`config.mk`:
```
export PLATFORM = sky130hd
export DESIGN_NAME = mf3_median9
export DESIGN_NICKNAME = d
export VERILOG_FILES = /design/src/hdl/mf3_pkg.sv /design/src/hdl/mf3_median9.sv
export SDC_FILE = /design/constraint.sdc
export NUM_CORES = 1
export LEC_CHECK = 0
export BUFFER_PORTS_ARGS = -buffer_cell sky130_fd_sc_hd__buf_2
export CELL_PAD_IN_SITES_DETAIL_PLACEMENT = 0
export CELL_PAD_IN_SITES_GLOBAL_PLACEMENT = 2
export CORE_MARGIN = 8
export CORE_UTILIZATION = 35
export DETAILED_ROUTE_END_ITERATION = 10
export PLACE_DENSITY_LB_ADDON = 0.05
export SYNTH_ARGS = -nofsm -noshare
export SYNTH_HDL_FRONTEND = slang
export SYNTH_SLANG_ARGS = --single-unit
```
`constraint.sdc`:
```
create_clock -name vclk -period 25.8
set_input_delay 2.58 -clock vclk [all_inputs]
set_output_delay 2.58 -clock vclk [all_outputs]
set_load 0.005 [all_outputs]
```
`src/hdl/mf3_pkg.sv`:
```
// ----------------------------------------------------------------------------
// mf3_pkg
// shared constants and types of the 3x3 median filter
// ----------------------------------------------------------------------------
package mf3_pkg;

   // deepest line supported by the line stores
   localparam int MAX_LINE = 1024;

   localparam int PIX_W = 8;                    // pixel width
   localparam int COL_W = $clog2(MAX_LINE);     // column counter / store address
   localparam int LW_W  = $clog2(MAX_LINE + 1); // line width register
   localparam int ROW_W = 16;                   // row counter and frame height
   localparam int CCOL_W = 10;                  // center column field

   localparam int REQ_DATA_W = 8;
   localparam int RSP_DATA_W = 40;
   localparam int RSP_USED_W = PIX_W + CCOL_W + ROW_W;
   localparam int CSR_DATA_W = 16;

   // register indexes
   localparam logic CSR_LINE_WIDTH   = 1'b0;
   localparam logic CSR_FRAME_HEIGHT = 1'b1;

   localparam logic [LW_W-1:0]  LINE_WIDTH_RST   = LW_W'(MAX_LINE);
   localparam logic [ROW_W-1:0] FRAME_HEIGHT_RST = ROW_W'(480);
   localparam logic [LW_W-1:0]  LINE_WIDTH_MIN   = LW_W'(3);
   localparam logic [ROW_W-1:0] FRAME_HEIGHT_MIN = ROW_W'(3);

   typedef logic [PIX_W-1:0] pixel_type;
   typedef pixel_type [8:0]  window_type;

endpackage

```
`src/hdl/mf3_median9.sv`:
```
// ----------------------------------------------------------------------------
// mf3_median9
// median of nine pixels: sort columns, then median of max-min, mid-mid, min-max
// ----------------------------------------------------------------------------
module mf3_median9 (
   input  mf3_pkg::window_type win,
   output mf3_pkg::pixel_type  median
);
   import mf3_pkg::*;

   pixel_type lo [3];
   pixel_type md [3];
   pixel_type hi [3];
   pixel_type max_lo;
   pixel_type mid_md;
   pixel_type min_hi;

   function automatic pixel_type min2(input pixel_type a, input pixel_type b);
      return (a < b) ? a : b;
   endfunction

   function automatic pixel_type max2(input pixel_type a, input pixel_type b);
      return (a < b) ? b : a;
   endfunction

   function automatic pixel_type med3(input pixel_type a, input pixel_type b,
                                      input pixel_type c);
      return max2(min2(a, b), min2(max2(a, b), c));
   endfunction

   // sort each group of three
   always_comb begin
      for (int k = 0; k < 3; k++) begin
         lo[k] = min2(min2(win[3*k], win[3*k+1]), win[3*k+2]);
         hi[k] = max2(max2(win[3*k], win[3*k+1]), win[3*k+2]);
         md[k] = med3(win[3*k], win[3*k+1], win[3*k+2]);
      end
   end

   assign max_lo = max2(max2(lo[0], lo[1]), lo[2]);
   assign min_hi = min2(min2(hi[0], hi[1]), hi[2]);
   assign mid_md = med3(md[0], md[1], md[2]);
   assign median = med3(max_lo, mid_md, min_hi);

endmodule

```
==> results.txt, run 1 <==
The worst setup path is of the primary input to primary output kind. Sequential elements use 0% of the synthesized area. In the final routing, the length of wire on met1 measures 12.3 mm. The net count of the finished layout is 1312. The die covers 25300 um2.

The routed layout has 7413 vias. The adder and majority gate portion of the synthesized area was 26.1%. The main combinational cell family by area after synthesis is compound AO/OA/AOI/OAI gates. The count of unique library cells instantiated by Yosys came out at 83.

From synthesis to final layout, the design area changed by 8.99%. The worst path uses 92.8% of the clock period. For this block, the routed nets add up to 23.8 mm of wire.

Data on the critical path arrives at its endpoint at 21360 ps. The tools report the initial antenna violation count as 0. The detailed router used layers up to and including met4.

The total number of placement rows came out at 52. Of the cells placed in the final design, the portion with a size suffix greater than 1 is 12.2%. Number of max-slew violations in the final report: 0.

There are 0 flip-flops and latches. The run gives 461 as the DRC marker count from the first detailed-route iteration. The post-synthesis share of cell area spent on and, or, nand and nor gates came out at 18.9%. The tools report the area after detailed placement as 7800 um2. The total of endpoints with negative setup slack in the final report was 0.

The tools report the number of nets with antenna violations after detailed routing as 0. The end point of the worst hold path is median[6]. After detailed routing, the average wire length per cell comes to 17.5 um. A synthesized cell averages 6.91 um2. Library cell with the largest summed area after synthesis: ha_1.

The synthesized netlist devotes 0.244% of its cell area to XOR and XNOR gates. The cell area after technology mapping came out at 7180 um2. Prior to clock tree synthesis, the placed netlist has a worst setup slack of 1500 ps. The tool flagged a number of max-cap violations equal to 0. The total congestion overflow came out at 0. Entering global routing, the biggest net connects 25 pins. At the end of routability-driven placement, the weighted congestion stood at 0.835. The cell that appears most often on the critical path is a21o_1.

The routed design uses 10.8 mm of met2 wire. The most frequent cell after synthesis is ha_1. The tools report the startpoint type of the worst setup path as a primary input.

The peak per-stage delay on the critical path came out at 740 ps. The tools report the number of global-route vias before repair as 7229. Once the floorplan was initialized, standard cells occupied 35.6% of the core. The critical hold path startpoint was win[70]. In the routed design, unresolved DRC markers number 0.

The layout has 0 clock buffers. Derived from the worst setup path, the maximum achievable clock frequency is 41.8 MHz. Global routing used 17.9% of the available tracks. Before antenna repair, the detailed router went through 5 iterations. Sorting the synthesized cells by how often they occur yields 146 x ha_1, 127 x o21ai_0, 124 x nand2_1. Setup repair after global routing left no endpoint under its margin. On the critical path, the stage with the largest delay is an instance of a211oi_1.

The transition time at the pin with the least slew margin is 1120 ps. Of the post-synthesis cell area, the dominant cell type holds 25.4%. The die is 159 um wide.

Along the worst path, the maximum fanout reaches 24. The logs give 1257 for the synthesized net count and 0 for the number of hold-slack violations in the final timing report. In the final layout, flip-flops and latches occupy 0 um2.

The met3 wire length was 563 um. The tightest slew margin relative to the limit is 25.2%, and the number of buffers inserted to repair setup after CTS is 0. Counting every instance in the synthesized netlist gives 1039.

Buffers placed on the I/O ports in this run total 80. During synthesis, Yosys emitted a total of 0 warnings. The logs give 38.1 mm for the wire length of the first global-routing pass and 0 for the antenna diode instance count. From bottom edge to top edge, the die measures 159 um. The smallest hold slack is 6020 ps. Sorting the synthesized cells by area gives the leading types as ha_1 25%, mux2i_1 11%, o21ai_0 8.9%. After detailed routing, the number of vias per cell comes to 5.44.

The synthesized netlist devotes 32.0% of its cell area to compound gates. The finished layout cell area is 7820 um2. The run finished with clean final reports. For the finished layout, the period the worst path requires is 23940 ps.

The min-delay analysis places its worst path in the category primary input to primary output. The worst hold path stage count was 8. At the worst endpoint, the required time is 23220 ps.

The multiplexer area fraction after synthesis is 15.2%, and the final total negative setup slack is 0 ps. I/O pin total: 80. STA classifies the critical path endpoint as a primary output. Once detailed placement completed, the half-perimeter wirelength came to 20.9 mm. Across all setup checks in the final design, the least slack found is 1860 ps. The total core area is 20200 um2.
==> layout by cell type, fill, tap and decap left out, types with 4 or more instances in the layout <==
| master | instances |
|---|---|
| a211oi_1 | 9 |
| maj3_1 | 5 |
| nor4_1 | 4 |
| nand2_1 | 124 |
| and3_1 | 7 |
| a31oi_1 | 5 |
| a21o_1 | 28 |
| nor2_1 | 61 |
| nand2b_1 | 13 |
| a21boi_0 | 5 |
| mux2_2 | 23 |
| nand4_1 | 13 |
| o31ai_1 | 4 |
| a221oi_1 | 4 |
| o21a_1 | 14 |
| o211a_1 | 4 |
| nand3_1 | 22 |
| ha_1 | 146 |
| buf_2 | 80 |
| o21ai_0 | 127 |
| o21ai_1 | 6 |
| mux2i_1 | 80 |
| a21oi_1 | 87 |
| a211o_1 | 8 |
| nor2b_1 | 9 |
| nor3_1 | 7 |
| inv_1 | 105 |
| o211ai_1 | 8 |
==> how the worst max path moves through the flow <==
stage	startpoint	end	slack [ps]	cells after the start
2_1_floorplan	win[33]	median[2]	4480	86
3_3_place_gp	win[33]	median[0]	1540	78
3_5_place_dp	win[33]	median[0]	1500	78
4_1_cts	win[33]	median[0]	1460	78
5_1_grt	win[39]	median[0]	190	82
6_report	win[9]	median[0]	1860	74
==> per-layer routing <==
layer | track usage (%) | vias up
met5 | 0 | -
met4 | 0.557 | 0
met3 | 0.827 | 8
met2 | 30.6 | 103
met1 | 25.6 | 3355
li1 | - | 3947
==> cells by family (layout without fill, tap and decap cells) <==
family,count (synthesis),count (layout)
buffers and inverters,135,187
adders and majority gates,151,151
and+or+nand+nor,289,289
AOI/OAI and AO/OA,356,357
muxes,106,106
xor gates and xnor gates,2,2
==> worst max-delay path, delay by kind of cell <==
| kind | cells | cell delay (ps) |
|---|---|---|
| AO/OA/AOI/OAI | 37 | 9830 |
| adder cells (fa/ha/maj) | 9 | 2570 |
| AND/OR/NAND/NOR | 20 | 4680 |
| multiplexers | 3 | 1120 |
| buffers and inverters | 5 | 500 |
==> metrics by stage <==
step,util (%),instances
finish,38.8,1362
global route,38.8,1362
CTS,38.7,1361
detailed placement,38.7,1361
global placement,38.7,1361
floorplan,-,1039
==> final cells by class <==
class	instances	area, um2
Timing Repair Buffer	82	415
Inverter	105	394
Tap cell	270	338
Multi-Input combinational cell	905	6680
Fill cell	2235	12300
==> what timing repair did <==
action / 4_1_cts / 5_1_grt
resized for setup: 0 / 2
hold buffers: 0 / 0
endpoints found under the hold margin: 0 / 0
setup endpoints to repair: 0 / 8
Power of run 1 is left out: the tool's default activity adds up to more than one toggle a clock period on the data nets, which glitch-free logic cannot reach.
==> run 2, diff against run 1 <==
- CORE_ASPECT_RATIO: not set -> 0.7
==> results.txt, run 2 (synthesized netlist as in run 1, its figures left out) <==
The run finished with clean final reports. The dominant cell type by count on the critical path was a21oi_1. The kind of critical path was primary input to primary output. Setup violations remaining at the end of the flow were counted as 0. Port buffering added 80 buffers.

Counting instances, the worst hold path has a depth of 6. The tools report the number of buffers inserted to repair setup after CTS as 0. The peak per-stage delay on the critical path came out at 630 ps. The worst hold-check path type was primary input to primary output. In the routed layout, each cell is associated on average with a via count of 5.51.

The x dimension of the die is 187 um, and the I/O pin total is 80. Summed over all layers, the global routing overflow is 0. Critical path's slowest cell: and2_1. The routability congestion estimate was 0.844. The worst setup path is launched from a primary input. For the met2 track demand over resource in global routing, the log shows 26.8%. Prior to clock tree synthesis, the placed netlist has a worst setup slack of 1530 ps. Leaving out fill and tap cells, the most frequent cells in the layout are 146 x ha_1, 127 x o21ai_0, 124 x nand2_1. For this configuration, the core starts out at a cell density of 36.0%. The area growth from synthesis to layout is 9.60%. The logs give 0 for the final-layout clock buffer total and 25 for the pin count of the biggest net entering global routing.

Of the available clock period, the critical path in the final layout requires 93.9%. The setup slack of the critical path after layout was 1570 ps; the number of nets with antenna violations after detailed routing was 0. The final layout contains routed wiring with a total length of 24.1 mm. The worst setup path is captured at a primary output. Timing-limited maximum frequency: 41.3 MHz. Once layout is complete, the cells apart from fillers number 1368. The ratio of cells with drive above 1 in the final layout was 12.6%; the number of buffers added to fix hold violations after cts was 0. The minimum clock period is 24230 ps, and the initial antenna violation count is 0. The average detailed-routed wire length per instance works out to 17.6 um.

The tools report the total vias in the final route as 7544. The floorplan step defined a core boundary enclosing 20000 um2. The transition time at the pin with the least slew margin works out to 974 ps. The number of hold-slack violations in the final timing report was 0. The logs give 0 um2 for the sequential cell area and 21650 ps for the data arrival time of the critical path. In the routed design, unresolved DRC markers number 0.

Counting tap cells, the placed design contains a total of 1367 instances. Wire length of the first global-routing pass: 38.2 mm. The floorplan step defined a die boundary enclosing 25400 um2. The logs give 0 for the antenna diode instance count and 0 for the number of max-slew violations in the final report. Row generation in the floorplan step produced 43 rows. Global routing used 18.2% of the available tracks across all layers. Placed wire-length estimate: 21.2 mm. For the final net count, the log shows 1318.

In the global route stage, met1 resource usage came out at 29.4%. For the routing usage on met3, the log shows 0.947%. The first routing iteration left 619 violations.

The design has 0 sequential cells. End point of the worst hold path: median[4]. At the worst endpoint, the required time is 23220 ps.

Before antenna repair, the detailed router went through 5 iterations. The number of global-route vias before repair is 7128, and the height of the die is 136 um. The run gives 33.2% as the tightest slew margin relative to the limit. Routing layer with the top usage in global route: met1.

The largest fanout of any net on the critical path was 21. The tools report the critical hold path startpoint as win[68]. The reported max-cap violation count came out at 0. The most common cell after layout, fill and taps aside was ha_1.
## run 2: changes by cell type in the layout (fill, tap and decap cells not counted), sizes merged
cell | previous run | this run
buf | 82 | 88
## run 2: cell type report
class                           count  area [um2]
Multi-Input combinational cell    905        6680
Inverter                          105         394
Tap cell                          270         338
Timing Repair Buffer               88         460
Fill cell                        2144       12100
## run 2: critical path: cells and delay by family
family | cells | cell delay [ps]
compound gates | 38 | 10170
simple gates | 22 | 4590
fa+ha+maj | 9 | 2650
mux | 3 | 920
buf+inv | 5 | 700
## run 2: routing by layer
metal | vias up | wire (um)
li1 | 3953 | -
met1 | 3412 | 13900
met2 | 175 | 9210
met3 | 4 | 910
met4 | 0 | 44
met5 | - | 0
## run 2: worst max path at each step
stage,to,slack [ps],start
detailed placement,median[0],1530,win[31]
floorplan,median[2],4480,win[33]
global route,median[0],-40,win[34]
CTS,median[0],1470,win[33]
global placement,median[0],1700,win[33]
finish,median[0],1570,win[31]
## run 2: timing repair
| item | 4_1_cts | 5_1_grt |
|---|---|---|
| endpoints found under the hold margin | 0 | 0 |
| setup endpoints to repair | 0 | 8 |
| gates resized for setup | 0 | 1 |
## run 2: through the flow
stage / utilization (%) / setup TNS, ps / area, um2 / hold WS, ps
2_1_floorplan: - / 0 / 7180 / 5630
3_3_place_gp: 39.3 / 0 / 7840 / 6010
3_5_place_dp: 39.3 / 0 / 7840 / 6010
4_1_cts: 39.3 / 0 / 7840 / 6010
5_1_grt: 39.4 / -35.6 / 7870 / 6110
6_report: 39.4 / 0 / 7870 / 6000
Power of run 2 is left out for the same reason.
==> run 3, diff against run 2 <==
- ABC_AREA: not set -> 1
- CORE_ASPECT_RATIO: 0.7 -> 1.1
- CORE_UTILIZATION: 35 -> 31
==> results.txt, run 3 <==
End point of the worst hold path: median[4]. The required time at the endpoint of the critical path was 23220 ps. In the global route stage, overall resource usage came out at 16.4%. The run gives 0 um2 as the sequential cell area.

The run gives 54 as the total number of placement rows. The mapped netlist covers 6250 um2. The flow ran to the end, and the final reports show no timing, DRC or antenna violations.

Setup repair after global routing left no endpoint under its margin. Global routing finished with a remaining overflow of 0. In this run the worst path has a maximum fanout of 31.

The minimum clock period was 19270 ps; the ratio of cells with drive above 1 in the final layout was 8.85%. Yosys printed 0 warnings. Number of hold-slack violations in the final timing report: 0.

Among all cell types in the netlist, the one instantiated most often is nand2_1. Post-detailed-route DRC marker count: 0. After synthesis, the most frequently instantiated cells are 373 x nand2_1, 177 x o21ai_0, 146 x ha_1. Summing the sequential cell areas from Yosys gives 0% of the chip area. The number of placed instances, taps included, is 1450. The post-synthesis share of cell area spent on and, or, nand and nor gates is 35.1%, and the transition time at the pin with the least slew margin is 1170 ps. After Yosys synthesis, full adders, half adders and majority gates account for 29.2% of the synthesized area. For the reported max-cap violation count, the log shows 0. The worst setup path is launched from a primary input.

The x dimension of the die was 151 um; the filler cell count was 2357. The peak per-stage delay on the critical path was 660 ps; the initial antenna violation count was 0. The total vias in the final route was 7006; the tightest slew margin relative to the limit was 21.6%. Library cell with the largest summed area after synthesis: ha_1. The wire length of the first global-routing pass was 33.2 mm; the total of endpoints with negative setup slack in the final report was 0. The core region is 19800 um2. The worst hold path begins at win[68]. The number of iterations in the first detailed-routing pass was 5; the final net count was 1418. The logs give 6636 for the number of global-route vias before repair and 0.411% for the routing usage on met3. The run gives 18.3 mm as the placed wire-length estimate.

The run gives 324 as the DRC marker count from the first detailed-route iteration. Leaving out fill and tap cells, the most frequent cells in the layout are 373 x nand2_1, 177 x o21ai_0, 146 x ha_1. Summing the areas of all compound-gate instances in the mapped netlist gives 24.6% of the synthesized area.

The number of port buffers is 80. Entering global routing, the biggest net connects 33 pins. The number of max-slew violations in the final report is 0, and the I/O pin total is 80. For the met1 usage in global routing, the log shows 21.1%.

The met2 track demand over resource in global routing came out at 30.6%. On the critical path, the stage with the largest delay is an instance of o21ai_0. The part of the cycle the worst path needs came out at 74.7%.

The critical path is of the primary input to primary output type. The timing-limited maximum frequency is 51.9 MHz, and the routability congestion estimate is 0.833. Summing the areas of all xor and xnor instances in the mapped netlist gives 0% of the synthesized area. In the synthesized netlist, the number of instances is 1152.

The library cell used most frequently in the layout, excluding fill and tap cells, is nand2_1. Dividing the detail-routed wire length by the instance count gives 14.3 um. The number of buffers inserted to repair setup after CTS is 0. The placed instances occupy a cell area of 6820 um2. Once routing completed, OpenROAD measured the worst setup slack at 6530 ps.

Along the worst hold path, the cell count comes to 12. Post-detailed-routing wire length: 20.7 mm. After global routing, the most crowded layer is met2. For the finished layout cell area, the log shows 6820 um2. The synthesized net count is 1370, and the per-instance average area after synthesis is 5.43 um2.

Once the clock tree was built, the resizer swapped 0 gates to a different size. The ratio of routed vias to standard cells is 4.83. For this configuration, the core starts out at a cell density of 31.6%. Measured against the total synthesized area, the mux share comes to 0%.

For the worst setup path, the data arrival time is 16690 ps. The final total negative setup slack is 0 ps. The die covers 25000 um2. The area growth from synthesis to layout is 9.07%. Once detail routing completed, the nets flagged for antenna violations numbered 0.

Critical path endpoint category: a primary output. Main combinational cell family by area after synthesis: simple AND/OR/NAND/NOR gates. The number of hold buffers added after CTS was 0. The synthesized netlist contains 26 unique library cells. The worst hold-check path type is primary input to primary output. After the flow finishes, the layout carries non-filler instances totaling 1450. Sorting the synthesized cells by area gives the leading types as ha_1 29%, nand2_1 22%, o21ai_0 14%. The logs give 0 for the flip-flop and latch count and 6710 ps for the pre-CTS setup slack. The die is 165 um tall. The final-layout clock buffer total is 0, and the area share of the leading cell type in the synthesized netlist is 29.2%. The number of antenna diodes in the final layout is 0.
## run 3: cell count changes in the layout (fill, tap and decap cells not counted), sizes merged, moves of 9 or more
cell    previous run  this run
mux2i             80         0
inv              105       140
nor2b              9         0
nand3             22        52
nand2            124       396
nand2b            13         0
mux2              26         0
o21a              14         3
o21ai            134       183
a21o              28         0
## run 3: metal layers
metal	wire, um	part of all wire (%)
met1	9760	47
met3	395	1.9
met2	10400	50
met5	0	0
met4	155	0.75
## run 3: worst max path at each step
stage	start	endpoint	cells past startpoint
after floorplan	win[37]	median[2]	75
after global placement	win[7]	median[1]	63
after detailed placement	win[15]	median[7]	63
after CTS	win[15]	median[7]	64
after global routing	win[37]	median[7]	65
final	win[7]	median[6]	63
## run 3: through the flow
stage	hold slack [ps]	utilization [%]
final	6180	34.4
after floorplan	5700	-
after global routing	6320	34.4
after CTS	6220	34.4
after global placement	6210	34.4
after detailed placement	6210	34.4
## run 3: kinds of logic after synthesis
family | after synthesis
compound gates | 293
fa+ha+maj | 146
buf+inv | 178
simple gates | 535
## run 3: final cells by class
| type | count | area, um2 | area share (%) |
|---|---|---|---|
| Timing Repair Buffer | 81 | 408 | 5.98 |
| Multi-Input combinational cell | 974 | 5560 | 81.5 |
| Tap cell | 252 | 315 | 4.62 |
| Inverter | 143 | 537 | 7.87 |
## run 3: critical path: cells and delay by family
kind / cells / cell delay, ps
AO/OA/AOI/OAI: 23 / 7050
adder cells (fa/ha/maj): 9 / 2840
buffers and inverters: 6 / 660
AND/OR/NAND/NOR: 25 / 3520
Power of run 3 is left out for the same reason.
